===== src/rtl/binary_run_length_encoder_defines.svh =====
// Assertion macros used by the encoder top level.
`ifndef BINARY_RUN_LENGTH_ENCODER_DEFINES_SVH
`define BINARY_RUN_LENGTH_ENCODER_DEFINES_SVH

// Check that a condition implies another in the same cycle.
`define BRLE_ASSERT_SAME(label, ck, rstn, ante, cons) \
	label: assert property (@(posedge ck) disable iff (!rstn) (ante) |-> (cons)) \
		else $error("assertion failed: same-cycle implication");

// Check that a condition implies another in the next cycle.
`define BRLE_ASSERT_NEXT(label, ck, rstn, ante, cons) \
	label: assert property (@(posedge ck) disable iff (!rstn) (ante) |=> (cons)) \
		else $error("assertion failed: next-cycle implication");

`endif


===== src/rtl/brle_pkg.sv =====
`timescale 1ns / 1ps
package brle_pkg;

	localparam int MAX_COUNT_BITS = 16;
	localparam int GAMMA_W        = 5;
	localparam int WORD_W         = 16;
	localparam int MAX_WORDS      = 3;
	localparam int CNT_W          = 2;
	localparam int IDX_W          = 2;

	localparam logic [GAMMA_W-1:0] GAMMA_RESET = 5'd8;

	// Word kinds
	localparam logic KIND_HEADER = 1'b0;
	localparam logic KIND_COUNT  = 1'b1;

	// Register indexes
	localparam logic REG_GAMMA = 1'b0;

	typedef struct packed {
		logic              kind;
		logic [WORD_W-1:0] value;
		logic              last;
	} word_t;

	// Words produced by one input item, lowest entry sent first
	typedef struct packed {
		logic                      load;
		logic [CNT_W-1:0]          cnt;
		word_t [MAX_WORDS-1:0]     words;
	} word_set_t;

	// Largest count for a given width, width clamped to 1..MAX_COUNT_BITS
	function automatic logic [WORD_W-1:0] max_count(input logic [GAMMA_W-1:0] g);
		logic [GAMMA_W-1:0] gc;
		logic [WORD_W:0]    one_sh;
		gc = g;
		if (gc == '0)
			gc = GAMMA_W'(1);
		if (gc > GAMMA_W'(MAX_COUNT_BITS))
			gc = GAMMA_W'(MAX_COUNT_BITS);
		one_sh = (WORD_W+1)'(1) << gc;
		return WORD_W'(one_sh - (WORD_W+1)'(1));
	endfunction

endpackage


===== src/rtl/binary_run_length_encoder.sv =====
// Path: an item is registered in the input stage on acceptance, and its words are then loaded
// into the output word buffer, from which they are offered.
// Throughput: one bit per cycle while each bit yields at most one word and the output accepts each word.
// A bit that yields two or three words holds the input stage until its word buffer drains.
// Reset (arst_n low, asynchronous): no stream open, buffer empty, count width 8.
`timescale 1ns / 1ps
`include "binary_run_length_encoder_defines.svh"
module binary_run_length_encoder (
	input  logic        clk,
	input  logic        arst_n,
	input  logic        s_axis_tvalid,
	output logic        s_axis_tready,
	input  logic [7:0]  s_axis_tdata,  // [0] bit_in, [7:1] zero fill
	input  logic        s_axis_tlast,
	output logic        m_axis_tvalid,
	input  logic        m_axis_tready,
	output logic [15:0] m_axis_tdata,  // [15:0] word_value
	output logic        m_axis_tuser,  // [0] word_kind
	output logic        m_axis_tlast,
	input  logic        psel,
	input  logic        penable,
	input  logic        pwrite,
	input  logic [2:0]  paddr,
	input  logic [31:0] pwdata,
	output logic [31:0] prdata,
	output logic        pready
);
	import brle_pkg::*;

	logic [GAMMA_W-1:0] gamma_bits;
	logic               buf_free;
	word_set_t          word_set;
	word_t              out_word;

	brle_cfg u_cfg (
		.clk        (clk),
		.arst_n     (arst_n),
		.psel       (psel),
		.penable    (penable),
		.pwrite     (pwrite),
		.paddr      (paddr),
		.pwdata     (pwdata),
		.prdata     (prdata),
		.pready     (pready),
		.gamma_bits (gamma_bits)
	);

	brle_core u_core (
		.clk        (clk),
		.arst_n     (arst_n),
		.in_valid   (s_axis_tvalid),
		.in_ready   (s_axis_tready),
		.in_bit     (s_axis_tdata[0]),
		.in_last    (s_axis_tlast),
		.gamma_bits (gamma_bits),
		.buf_free   (buf_free),
		.set_out    (word_set)
	);

	brle_outbuf u_outbuf (
		.clk       (clk),
		.arst_n    (arst_n),
		.set_in    (word_set),
		.buf_free  (buf_free),
		.out_valid (m_axis_tvalid),
		.out_ready (m_axis_tready),
		.out_word  (out_word)
	);

	assign m_axis_tdata = out_word.value;
	assign m_axis_tuser = out_word.kind;
	assign m_axis_tlast = out_word.last;

	// A header word never closes a stream
	`BRLE_ASSERT_SAME(a_header_not_last, clk, arst_n, m_axis_tvalid && m_axis_tuser == KIND_HEADER, !m_axis_tlast)
	// A word set loads only into a free buffer
	`BRLE_ASSERT_SAME(a_load_when_free, clk, arst_n, word_set.load, buf_free)
	// A loaded word set is offered next cycle
	`BRLE_ASSERT_NEXT(a_load_offers, clk, arst_n, word_set.load, m_axis_tvalid)

endmodule


===== src/rtl/brle_cfg.sv =====
`timescale 1ns / 1ps
module brle_cfg (
	input  logic                           clk,
	input  logic                           arst_n,
	input  logic                           psel,
	input  logic                           penable,
	input  logic                           pwrite,
	input  logic [2:0]                     paddr,
	input  logic [31:0]                    pwdata,
	output logic [31:0]                    prdata,
	output logic                           pready,
	output logic [brle_pkg::GAMMA_W-1:0]   gamma_bits
);
	import brle_pkg::*;

	logic [GAMMA_W-1:0] gamma_q;

	assign pready     = 1'b1;
	assign gamma_bits = gamma_q;

	// Write the count width on the access phase
	always_ff @(posedge clk or negedge arst_n) begin
		if (!arst_n) begin
			gamma_q <= GAMMA_RESET;
		end else if (psel && penable && pwrite && pready && paddr[2] == REG_GAMMA) begin
			gamma_q <= pwdata[GAMMA_W-1:0];
		end
	end

	// Read back the register
	always_comb begin
		prdata = '0;
		if (paddr[2] == REG_GAMMA)
			prdata = {{(32-GAMMA_W){1'b0}}, gamma_q};
	end

endmodule


===== src/rtl/brle_core.sv =====
`timescale 1ns / 1ps
module brle_core (
	input  logic                         clk,
	input  logic                         arst_n,
	input  logic                         in_valid,
	output logic                         in_ready,
	input  logic                         in_bit,
	input  logic                         in_last,
	input  logic [brle_pkg::GAMMA_W-1:0] gamma_bits,
	input  logic                         buf_free,
	output brle_pkg::word_set_t          set_out
);
	import brle_pkg::*;

	logic              valid_s1;
	logic              bit_s1;
	logic              last_s1;
	logic              started_q;
	logic              prev_q;
	logic [WORD_W-1:0] run_q;

	logic              fire;
	logic              load_c;
	logic [WORD_W-1:0] m;
	word_set_t         set_c;
	logic              started_n;
	logic              prev_n;
	logic [WORD_W-1:0] run_n;

	assign m        = max_count(gamma_bits);
	assign fire     = valid_s1 && (set_c.cnt == '0 || buf_free);
	assign in_ready = !valid_s1 || fire;
	assign load_c   = fire && (set_c.cnt != '0);

	// Form the words of the held item and the next run state
	always_comb begin
		logic [CNT_W-1:0] n;
		n         = '0;
		set_c     = '0;
		started_n = started_q;
		prev_n    = prev_q;
		run_n     = run_q;
		if (!started_q) begin
			set_c.words[n] = '{kind: KIND_HEADER, value: WORD_W'(bit_s1), last: 1'b0};
			n         = n + CNT_W'(1);
			started_n = 1'b1;
			prev_n    = bit_s1;
			run_n     = WORD_W'(1);
		end else if (bit_s1 == prev_q) begin
			if (run_q >= m) begin
				set_c.words[n] = '{kind: KIND_COUNT, value: m, last: 1'b0};
				n = n + CNT_W'(1);
				set_c.words[n] = '{kind: KIND_COUNT, value: '0, last: 1'b0};
				n = n + CNT_W'(1);
				run_n = WORD_W'(1);
			end else begin
				run_n = run_q + WORD_W'(1);
			end
		end else begin
			set_c.words[n] = '{kind: KIND_COUNT, value: (run_q > m) ? m : run_q,
				last: 1'b0};
			n      = n + CNT_W'(1);
			prev_n = bit_s1;
			run_n  = WORD_W'(1);
		end
		// Flush the final run
		if (last_s1) begin
			set_c.words[n] = '{kind: KIND_COUNT, value: (run_n > m) ? m : run_n,
				last: 1'b1};
			n         = n + CNT_W'(1);
			started_n = 1'b0;
			prev_n    = 1'b0;
			run_n     = '0;
		end
		set_c.cnt = n;
	end

	// Attach the load strobe to the word set
	always_comb begin
		set_out      = set_c;
		set_out.load = load_c;
	end

	// Hold the accepted item
	always_ff @(posedge clk or negedge arst_n) begin
		if (!arst_n) begin
			valid_s1 <= 1'b0;
		end else if (in_ready) begin
			valid_s1 <= in_valid;
		end
	end

	always_ff @(posedge clk) begin
		if (in_ready && in_valid) begin
			bit_s1  <= in_bit;
			last_s1 <= in_last;
		end
	end

	// Advance the run state
	always_ff @(posedge clk or negedge arst_n) begin
		if (!arst_n) begin
			started_q <= 1'b0;
			prev_q    <= 1'b0;
			run_q     <= '0;
		end else if (fire) begin
			started_q <= started_n;
			prev_q    <= prev_n;
			run_q     <= run_n;
		end
	end

endmodule


===== src/rtl/brle_outbuf.sv =====
`timescale 1ns / 1ps
module brle_outbuf (
	input  logic                clk,
	input  logic                arst_n,
	input  brle_pkg::word_set_t set_in,
	output logic                buf_free,
	output logic                out_valid,
	input  logic                out_ready,
	output brle_pkg::word_t     out_word
);
	import brle_pkg::*;

	word_t [MAX_WORDS-1:0] words_q;
	logic  [CNT_W-1:0]     cnt_q;
	logic  [IDX_W-1:0]     idx_q;
	logic                  pop;

	assign out_valid = cnt_q != '0;
	assign out_word  = words_q[idx_q];
	assign pop       = out_valid && out_ready;
	assign buf_free  = (cnt_q == '0) || (cnt_q == CNT_W'(1) && pop);

	// Load a new word set or step through the held one
	always_ff @(posedge clk or negedge arst_n) begin
		if (!arst_n) begin
			cnt_q <= '0;
			idx_q <= '0;
		end else if (set_in.load) begin
			cnt_q <= set_in.cnt;
			idx_q <= '0;
		end else if (pop) begin
			cnt_q <= cnt_q - CNT_W'(1);
			idx_q <= idx_q + IDX_W'(1);
		end
	end

	always_ff @(posedge clk) begin
		if (set_in.load)
			words_q <= set_in.words;
	end

endmodule

===== config.mk =====
export PLATFORM = sky130hd
export DESIGN_NAME = binary_run_length_encoder
export DESIGN_NICKNAME = d
export VERILOG_FILES = /design/src/rtl/brle_pkg.sv /design/src/rtl/binary_run_length_encoder.sv /design/src/rtl/brle_cfg.sv /design/src/rtl/brle_core.sv /design/src/rtl/brle_outbuf.sv
export VERILOG_INCLUDE_DIRS = /design/src /design/src/rtl
export SDC_FILE = /design/constraint.sdc
export NUM_CORES = 1
export LEC_CHECK = 0
export BUFFER_PORTS_ARGS = -buffer_cell sky130_fd_sc_hd__buf_4
export CORE_ASPECT_RATIO = 0.6
export CORE_MARGIN = 4
export CORE_UTILIZATION = 25
export DETAILED_ROUTE_END_ITERATION = 12
export GPL_TIMING_DRIVEN = 0
export HOLD_SLACK_MARGIN = 0.08
export SLEW_MARGIN = 20
export SYNTH_ARGS = -nofsm -noshare
export SYNTH_HDL_FRONTEND = slang
export SYNTH_SLANG_ARGS = --single-unit

===== constraint.sdc =====
create_clock -name clk -period 17.68 [get_ports clk]
set_input_delay 3.536 -clock clk [delete_from_list [all_inputs] [get_ports clk]]
set_output_delay 3.536 -clock clk [all_outputs]
set_load 0.1 [all_outputs]

; ---- After elaboration in Yosys (flattened, before gate mapping)
; Cells that the tools add are included.
[word_totals]
ff_bits = 84
input_bits = 51
output_inout_bits = 53
wordCells = 87
[op_classes]
addsub = 5
magnitude_cmp = 7
eq_ne = 3
n_shift = 1
mux = 32
bitwise = 1
n_reduce_logical = 20
[op_table]
columns = op, n
row1 = $mux 18, 6
row2 = $mux 16, 6
row3 = $mux 36, 2
row4 = $bwmux 54, 1
row5 = $bmux 18 s2, 1
row6 = $demux 18 s2, 1
row7 = $gt 16x16->1, 2
row8 = $add 16x1->16 const B, 1
row9 = $ge 16x16->1, 1
row10 = $mux 2, 8
row11 = $shl 1x5->16 const A, 1
row12 = $sub 16x1->16 const B, 1
row13 = $mux 5, 3
row14 = $logic_and 1x1->1, 9
row15 = $lt 2x3->1 const B, 2
row16 = $reduce_bool 2->1, 3
row17 = $gt 5x5->1 const B, 1
row18 = $logic_not 5->1, 1
row19 = $add 2x1->2 const B, 2
row20 = $logic_not 2->1, 2
row21 = $mux 1, 4
row22 = $logic_or 1x1->1, 3
row23 = $ne 3x2->1 const B, 1
row24 = $eq 2x1->1 const B, 1
row25 = other kinds (6), 6

; ---- Longest topological paths before layout
; Gate-level depths: netlist (run 1).
[logic_depth]
depth_word = 17
ltp_mapped = 29
depth_no_buf = 26

; ---- Hierarchy
; From an unflattened synthesis (run 1), not the netlist that was laid out.
[unflattened]
cells_unflattened = 616
hier_area_um2 = 5949.5
[modules_own_cells]
columns = mod, instances, cells_per_inst, area_per_inst_um2, seq_area_each_um2
row1 = brle_core, 1, 432, 3225.6, 535.5
row2 = brle_outbuf, 1, 138, 2255.9, 1721.7
row3 = brle_cfg, 1, 46, 467.9, 126.4

; ---- Worst setup path before layout (run 1)
; Ideal clock, no wire load.
[synth_timing]
path_type = input-to-output
from = in paddr[2]
to = out prdata[0]
arrival_time_ps = 4871
required_time_ps = 14144
setup_slack_ps = 9273
path_stages = 1
path_buffers = 0
path_cell_list = nor2b_1
[synth_via]
elab_chain_cells = 1
[synth_lines]
columns = item, line_no
row1 = "start, declared", binary_run_length_encoder.sv:23  ; input logic [2:0] paddr,
row2 = $mux 5, brle_cfg.sv:33  ; if (paddr[2] == REG_GAMMA)
row3 = "end, declared", binary_run_length_encoder.sv:25  ; output logic [31:0] prdata,
; No other way between the ends.

; ---- Worst setup path in the final report (run 1)
[layout_timing]
from = reg u_cfg.gamma_q[4], in the netlist u_cfg.gamma_bits[4]
to = out s_axis_tready
[layout_via]
elab_chain_cells = 16
[layout_lines]
columns = item, line_no
row1 = "start, declared", brle_cfg.sv:16  ; logic [GAMMA_W-1:0] gamma_q;
row2 = "start signal, assigned", brle_cfg.sv:26  ; gamma_q <= pwdata[GAMMA_W-1:0];
row3 = $logic_not 5->1, brle_pkg.sv:38  ; if (gc == '0)
row4 = $mux 5 *, brle_pkg.sv:38
row5 = $gt 5x5->1, brle_pkg.sv:40  ; if (gc > GAMMA_W'(MAX_COUNT_BITS))
row6 = $mux 5 *, brle_pkg.sv:40
row7 = $shl 1x5->16 *, brle_pkg.sv:42  ; one_sh = (WORD_W+1)'(1) << gc;
row8 = $sub 16x1->16 *, brle_pkg.sv:43  ; return WORD_W'(one_sh - (WORD_W+1)'(1));
row9 = $ge 16x16->1 *, brle_core.sv:50  ; if (run_q >= m) begin
row10 = $mux 2 *, brle_core.sv:50
row11 = $mux 2 *, brle_core.sv:49  ; end else if (bit_s1 == prev_q) begin
row12 = $mux 2 *, brle_core.sv:43  ; if (!started_q) begin
row13 = $add 2x1->2, brle_core.sv:70  ; n = n + CNT_W'(1);
row14 = $mux 2 *, brle_core.sv:67  ; if (last_s1) begin
row15 = $logic_not 2->1 *, brle_core.sv:31  ; assign fire = valid_s1 && (set_c.cnt == '0 || buf_free);
row16 = $logic_or 1x1->1 *, brle_core.sv:31
row17 = $logic_and 1x1->1 *, brle_core.sv:31
row18 = $logic_or 1x1->1 *, brle_core.sv:32  ; assign in_ready = !valid_s1 || fire;
row19 = "end, declared", binary_run_length_encoder.sv:12  ; output logic s_axis_tready,
; Mark *: on every way between the ends. The rest lies on a longest branch, timed or not.

==> results.md, run 1 <==
- CTS tree: yes
- DR vias/cell: 4.79
- Final period utilization: 49.7%
- RD Place Congestion: 0.937
- Row Count: 42
- PwrDens: 174 nW/µm²
- Critical path arrival: 5.25 ns
- Setup crit end kind: primary output
- GRT overflow: 0
- Max cap viols: 0
- Skew final: 0.00992 ns
- Vias in the first global route: 4267
- PortBufs: 39
- Hold_buf cts: 0
- Chip width: 201 µm
- Number of antenna diodes: 0
- Share of cells above drive strength 1: 16.9%
- Hold EP: u_core.run_q[15]
- Primary FF master, synth: edfxtp_1
- Slowest stage cell, crit path: nor3_2
- Initial DRC count: 420
- Total GRT Usage: 12.9%
- Hold path depth: 2
- First-pass GRT wire length: 24.9 mm
- Drt drc: 0
- Min Tclk post-route: 8.78 ns
- Clk root buf: clkbuf_16
- Final nets: 757
- Part of the power in the clock network: 17.5%
- Seq pwr share: 26.0%
- Min-delay worst type: reg -> reg
- Total clock sinks: 83
- Setup TNS: 0 ns
- Gate Count Post-Synth: 593
- Detailed placement HPWL: 12.6 mm
- Post-synth top area cell: edfxtp_1
- Largest net degree at the start of global routing: 29
- RSZ-0062 raised after global routing: false
- Synth async-reset ratio: 33.7%
- Rel. slew slack: 31.8%
- Final Hold Violating Endpoints: 0
- Multi-input logic area: 2920 µm²
- Cell family with most CP delay: simple AND/OR/NAND/NOR gates
- Die area: 24900 µm²
- RR Endpoint: u_outbuf.words_q[4]
- Yosys reg bits: 83
- Drt wl/cell: 16.5 µm
- Buf/Inv on CP: 5
- Cells on worst reg2reg path: 26
- Initial antenna violation count: 0
- H-tree depth: 3
- Status: complete, no violations
- Reg area: 2350 µm²
- Mapped Area: 5580 µm²
- Setup violators final: 0
- Net Sw Power: 0.617 mW
- Routed vias: 4620
- Slowest stage delay, CP: 0.58 ns
- CTS Buf Count: 9
- Sw frac: 52.7%
- Top cells by count, synth: 70 x nor2_1, 63 x nand2_1, 55 x edfxtp_1
- Synth top area cells: edfxtp_1 30%, dfrtp_1 12%, ha_1 7.2%
- Num ports: 104
- Reg2reg start: u_cfg.gamma_bits[4]
- Peak supply drop: 0.0722 mV
- Worst slack, placed: 8.92 ns
- Worst setup margin: 8.90 ns
- Cell-internal power: 0.554 mW
- Slew @ Worst Pin: 1.02 ns
- Post-synth top area share: 29.6%
- Post-CTS sizing: 0
- EDFF count, synth: 55
- Worst-Skew Late Latency: 0.34 ns
- Fmax: 114 MHz
- Yosys warnings: 0
- Post-Syn Area per Cell: 9.41 µm²
- Crit start category: flip-flop
- Post-Route WL: 16.0 mm
- Most common cell in the synthesized netlist: nor2_1
- First-pass iteration count of the detailed router: 5
- Netlist cell types: 65
- Crit path cell chain: buf_6, nor3_2, nand2b_1, ha_1, clkbuf_2, nor4b_4, a22oi_1, o21ai_0, inv_1, ha_1, nand4_1, nor2_1, a31oi_1, nand2_1, or3_1, buf_2, nor2_2, nor2_1, nand2_1, buf_4
- Worst EP required: 14.14 ns
- Fillers: 2333
- Post-CTS setup buffer count: 0
- Antenna viol nets, final: 0
- Initial Util: 25.4%
- Crit-path max FO: 8
- Combinational Power Share: 56.5%
- Pins Over Slew Limit: 0
- Area growth from synthesis to layout: 20.5%
- Longest Clk Path Bufs: 2
- Worst reg-to-reg setup slack: 10.41 ns
- Beginning of the worst hold path: u_core.run_q[15]
- Die height: 124 µm
- Critical path class: reg -> out
- P_leak: 2.79 nW
- Clock transition at path regs: 0.06 ns
- Core ar.: 22000 µm²
- Register area share after synthesis: 42.2%
[metrics by stage]
step	power (mW)	hold WS [ns]	std cells	cell area, µm²	utilization, %
3_3_place_gp	0.956	0.572	947	6340	28.8
4_1_cts	1.18	0.590	965	6720	30.5
2_1_floorplan	0.808	0.509	622	5690	-
6_report	1.17	0.597	965	6730	30.5
3_5_place_dp	0.970	0.575	949	6400	29.1
5_1_grt	1.24	0.651	965	6730	30.5
[registers in the layout, indices dropped and copies added, names as in the netlist, 2 cells and up]
| signal | cells |
|---|---|
| u_core.run_q | 16 |
| u_outbuf.words_q | 53 |
| u_cfg.gamma_bits | 5 |
| u_outbuf.idx_q | 2 |
| u_outbuf.cnt_q | 2 |
[metal layers]
| layer | up-vias | global-route usage, % | share of wire, % |
|---|---|---|---|
| met4 | 0 | 1.89 | 0.46 |
| li1 | 2274 | - | - |
| met5 | - | 0 | 0 |
| met3 | 6 | 4.11 | 7.6 |
| met1 | 2201 | 20.4 | 54 |
| met2 | 139 | 17.0 | 38 |
[logic make-up (layout without fill, tap and decap cells)]
family	count (synthesis)	after routing	share of synthesized area, %
other cells	2	31	0.135
mux	30	30	5.49
simple gates	208	208	17.8
fa+ha+maj	32	32	7.17
buf+inv	79	136	7.75
xor+xnor	20	20	3.14
flops	83	83	42.2
compound gates	139	139	16.4
[power groups by stage]
stage                     clock network (mW)  registers (mW)  logic, mW
after floorplan                            0           0.305      0.503
after global placement                     0           0.314      0.642
after detailed placement                   0           0.308      0.662
after CTS                              0.209           0.304      0.662
after global routing                   0.219           0.310      0.706
final                                  0.205           0.305      0.662
[cell type report]
class / instances / area share (%)
Timing Repair Buffer: 41 / 5.06
Clock inverter: 7 / 1.47
Clock buffer: 9 / 3.35
Multi-Input combinational cell: 460 / 43.4
Sequential cell: 83 / 35.0
Inverter: 17 / 0.949
Buffer: 62 / 5.49
Tap cell: 286 / 5.32
[worst register-to-register path, stage by stage (launching register included)]
cell,delay (ns)
dfrtp_1,0.37
buf_6,0.14
nor3_2,0.58
nand2b_1,0.12
ha_1,0.21
clkbuf_2,0.17
nor4b_4,0.27
a22oi_1,0.10
o21ai_0,0.40
inv_1,0.24
ha_1,0.33
nand4_1,0.13
a211oi_1,0.40
o221a_4,0.33
or3_1,0.13
buf_2,0.20
buf_1,0.40
nor2_1,0.21
ha_1,0.34
and3_1,0.16
and3_1,0.17
nand3_1,0.10
or4_4,0.43
a221o_1,0.42
nand3_4,0.16
o21a_1,0.31
o21ai_0,0.16
[cell usage in the layout (no fill, tap or decap), types with 5 or more instances in the layout]
master	count
and2_1	7
a21oi_1	24
buf_2	9
a32oi_1	8
ha_1	32
edfxtp_1	55
nand3_1	15
xnor2_1	6
nor2_1	69
o41ai_1	11
mux2_2	5
nor2b_1	7
conb_1	31
nand2_1	63
nor3_1	9
and3_1	6
nand2b_1	5
mux2i_1	25
o31ai_1	6
clkbuf_16	9
dfrtp_1	27
o21ai_0	48
inv_1	17
buf_4	68
a31oi_1	6
xor2_1	14
nand4_1	7
clkbuf_1	19
[worst max path at each step]
stage                        startpoint            end  slack [ns]  cells after the start
finish              u_cfg.gamma_bits[4]  s_axis_tready        8.90                     20
global route        u_cfg.gamma_bits[4]  s_axis_tready        8.44                     20
CTS                 u_cfg.gamma_bits[4]  s_axis_tready        8.51                     20
detailed placement  u_cfg.gamma_bits[4]  s_axis_tready        8.92                     20
global placement    u_cfg.gamma_bits[3]  s_axis_tready        8.97                     20
floorplan                      paddr[2]      prdata[0]        9.27                      1
Power figures use the tool's default switching activity.
==> run 2, diff against run 1 <==
--- a/config.mk
+++ b/config.mk
@@ -6,6 +6,7 @@
 export SDC_FILE = /design/constraint.sdc
 export NUM_CORES = 1
 export LEC_CHECK = 0
+export ABC_AREA = 1
 export BUFFER_PORTS_ARGS = -buffer_cell sky130_fd_sc_hd__buf_4
 export CORE_ASPECT_RATIO = 0.6
 export CORE_MARGIN = 4
==> constraint.sdc (replaced) <==
create_clock -name clk -period 7.9 [get_ports clk]
set_input_delay 1.58 -clock clk [delete_from_list [all_inputs] [get_ports clk]]
set_output_delay 1.58 -clock clk [all_outputs]
set_load 0.1 [all_outputs]
==> results.md, run 2 <==
- Total GRT Usage: 13.2% (was 12.9%)
- Crit-path max FO: 10 (was 8)
- Worst hold slack: 0.511 ns (was 0.597 ns)
- Largest net degree at the start of global routing: 36 (was 29)
- EDFF count, synth: 55 (unchanged)
- PwrDens: 391 nW/µm² (was 174 nW/µm²)
- Post-synth top area share: 28.1% (was 29.6%)
- Total clock sinks: 83 (unchanged)
- Worst-Skew Late Latency: 0.36 ns (was 0.34 ns)
- Most common cell in the synthesized netlist: nand2_1 (was nor2_1)
- Routed vias: 5447 (was 4620)
- Gate Count Post-Synth: 764 (was 593)
- CTS tree: yes (unchanged)
- Num ports: 104 (unchanged)
- Die height: 127 µm (was 124 µm)
- Chip width: 206 µm (was 201 µm)
- Yosys warnings: 0 (unchanged)
- H-tree depth: 3 (unchanged)
- Critical path arrival: 6.78 ns (was 5.25 ns)
- Share of cells above drive strength 1: 13.9% (was 16.9%)
- Top reg by flops: u_outbuf.words_q (unchanged)
- Slowest stage cell, crit path: nor2_1 (was nor3_2)
- Clk root buf: clkbuf_16 (unchanged)
- Initial antenna violation count: 0 (unchanged)
- Top cells by count, synth: 138 x nand2_1, 123 x nor2_1, 96 x inv_1 (was 70 x nor2_1, 63 x nand2_1, 55 x edfxtp_1)
- Commonest cells after routing, fill and taps aside: 138 x nand2_1, 123 x nor2_1, 95 x inv_1 (was 69 x nor2_1, 68 x buf_4, 63 x nand2_1)
- Peak supply drop: 0.393 mV (was 0.0722 mV)
- Detailed placement HPWL: 13.5 mm (was 12.6 mm)
- CTS Buf Count: 9 (unchanged)
- Hold EP: u_core.prev_q (was u_core.run_q[15])
- Final Hold Violating Endpoints: 0 (unchanged)
- Fmax: 149 MHz
- Crit start category: flip-flop (unchanged)
- Antenna viol nets, final: 0 (unchanged)
- Post-Syn Area per Cell: 7.70 µm² (was 9.41 µm²)
- Synth top area cells: edfxtp_1 28%, dfrtp_1 11%, nand2_1 8.8% (was edfxtp_1 30%, dfrtp_1 12%, ha_1 7.2%)
- Setup TNS: 0 ns (unchanged)
- RSZ-0062 raised after global routing: false (unchanged)
- Rel. slew slack: 30.8% (was 31.8%)
- Slew @ Worst Pin: 1.03 ns (was 1.02 ns)
- Vias in the first global route: 5022 (was 4267)
- Area growth from synthesis to layout: 18.7% (was 20.5%)
- Skew final: 0.0132 ns (was 0.00992 ns)
- P_leak: 3.28 nW (was 2.79 nW)
- Mapped Area: 5880 µm² (was 5580 µm²)
- Clock transition at path regs: 0.07 ns (was 0.06 ns)
- Hold path depth: 2 (unchanged)
- Status: complete, no violations (unchanged)
- Primary FF master, synth: edfxtp_1 (unchanged)
- First-pass iteration count of the detailed router: 5 (unchanged)
- PortBufs: 39 (unchanged)
- Min Tclk post-route: 6.70 ns
- Register area share after synthesis: 40.0% (was 42.2%)
- Setup violators final: 0 (unchanged)
- RD Place Congestion: 0.939 (was 0.937)
- Drt drc: 0 (unchanged)
- Core ar.: 23100 µm² (was 22000 µm²)
- First-pass GRT wire length: 27.0 mm (was 24.9 mm)
- GRT overflow: 0 (unchanged)
- Post-CTS setup buffer count: 0 (unchanged)
- Worst EP required: 7.98 ns (was 14.14 ns)
- Row Count: 43 (was 42)
- Max cap viols: 0 (unchanged)
- Drt wl/cell: 14.7 µm (was 16.5 µm)
- Pins Over Slew Limit: 0 (unchanged)
- Final core utilization: 30.2% (was 30.5%)
- Die area: 26100 µm² (was 24900 µm²)
- Longest Clk Path Bufs: 2 (unchanged)
- Setup crit end kind: flip-flop (was primary output)
- Netlist cell types: 39 (was 65)
- Post-Route WL: 17.1 mm (was 16.0 mm)
- Beginning of the worst hold path: u_core.prev_q (was u_core.run_q[15])
- Final nets: 927 (was 757)
- Synth async-reset ratio: 33.7% (unchanged)
- DR vias/cell: 4.68 (was 4.79)
- Worst reg-to-reg setup slack: 1.20 ns (was 10.41 ns)
- Most common cell after layout, fill and taps aside: nand2_1 (was nor2_1)
- Final period utilization: 84.9%
- Critical path class: reg -> reg (was reg -> out)
- Initial DRC count: 600 (was 420)
- Hold_buf cts: 0 (unchanged)
- Most used cell, CP: nand2_1
- Post-CTS sizing: 0 (unchanged)
- Initial Util: 25.4% (about the same)
- Reg2reg start: u_cfg.gamma_bits[1] (was u_cfg.gamma_bits[4])
- Post-synth top area cell: edfxtp_1 (unchanged)
- Min-delay worst type: reg -> reg (unchanged)
- Max reg flops: 53 (unchanged)
- Number of antenna diodes: 0 (unchanged)
- RR Endpoint: u_outbuf.words_q[46] (was u_outbuf.words_q[4])
- Cells on worst reg2reg path: 31 (was 26)
- Slowest stage delay, CP: 0.63 ns (was 0.58 ns)
- Yosys reg bits: 83 (unchanged)
-- run 2: kinds of logic after synthesis --
family,after synthesis,share of synthesized area [%]
simple gates,382,28.7
flops,83,40.0
xor+xnor,11,1.64
compound gates,97,10.2
other cells,2,0.128
buf+inv,157,12.6
fa+ha+maj,32,6.81
-- run 2: critical path: cells and delay by family (launching register included) --
family / cells / cell delay [ns]
compound gates: 3 / 0.99
xor+xnor: 1 / 0.45
buf+inv: 4 / 0.83
flops: 1 / 0.38
simple gates: 20 / 2.92
fa+ha+maj: 3 / 0.84
-- run 2: cell type report --
cell class                      instances  area, µm²
Fill cell                            2497      16200
Inverter                              102        383
Timing Repair Buffer                   40        313
Tap cell                              315        394
Multi-Input combinational cell        553       2900
Clock inverter                          5       55.1
Clock buffer                           10        229
Buffer                                 55        358
Sequential cell                        83       2350
-- run 2: per-stage QoR --
step	setup slack [ns]	cells	instance area [µm²]	total power [mW]
2_1_floorplan	2.68	793	5990	1.91
3_3_place_gp	1.58	1147	6680	2.29
3_5_place_dp	1.54	1148	6700	2.31
4_1_cts	1.50	1163	6980	2.73
5_1_grt	0.840	1163	6980	2.87
6_report	1.20	1163	6980	2.73
-- run 2: per-layer routing --
layer / routed length [µm] / GRT usage (%) / up-vias
met1: 8670 / 20.6 / 2536
met2: 6490 / 17.7 / 224
met3: 1670 / 3.65 / 19
met4: 176 / 2.50 / 2
li1: - / - / 2666
met5: 96 / 2.82 / -
-- run 2: worst max-delay path by stage --
stage | start | end
floorplan | u_cfg.gamma_bits[3] | s_axis_tready
global placement | u_cfg.gamma_bits[1] | u_outbuf.words_q[33]
detailed placement | u_cfg.gamma_bits[3] | u_outbuf.words_q[46]
CTS | u_cfg.gamma_bits[1] | u_outbuf.words_q[46]
global route | u_cfg.gamma_bits[1] | u_outbuf.words_q[28]
finish | u_cfg.gamma_bits[1] | u_outbuf.words_q[46]
-- run 2: report_power, final --
| group | total (mW) | switching (mW) | leakage [nW] | internal [mW] |
|---|---|---|---|---|
| clock | 0.423 | 0.180 | 0.136 | 0.242 |
| sequential | 0.702 | 0.0478 | 0.894 | 0.654 |
| combinational | 1.60 | 1.29 | 2.25 | 0.314 |
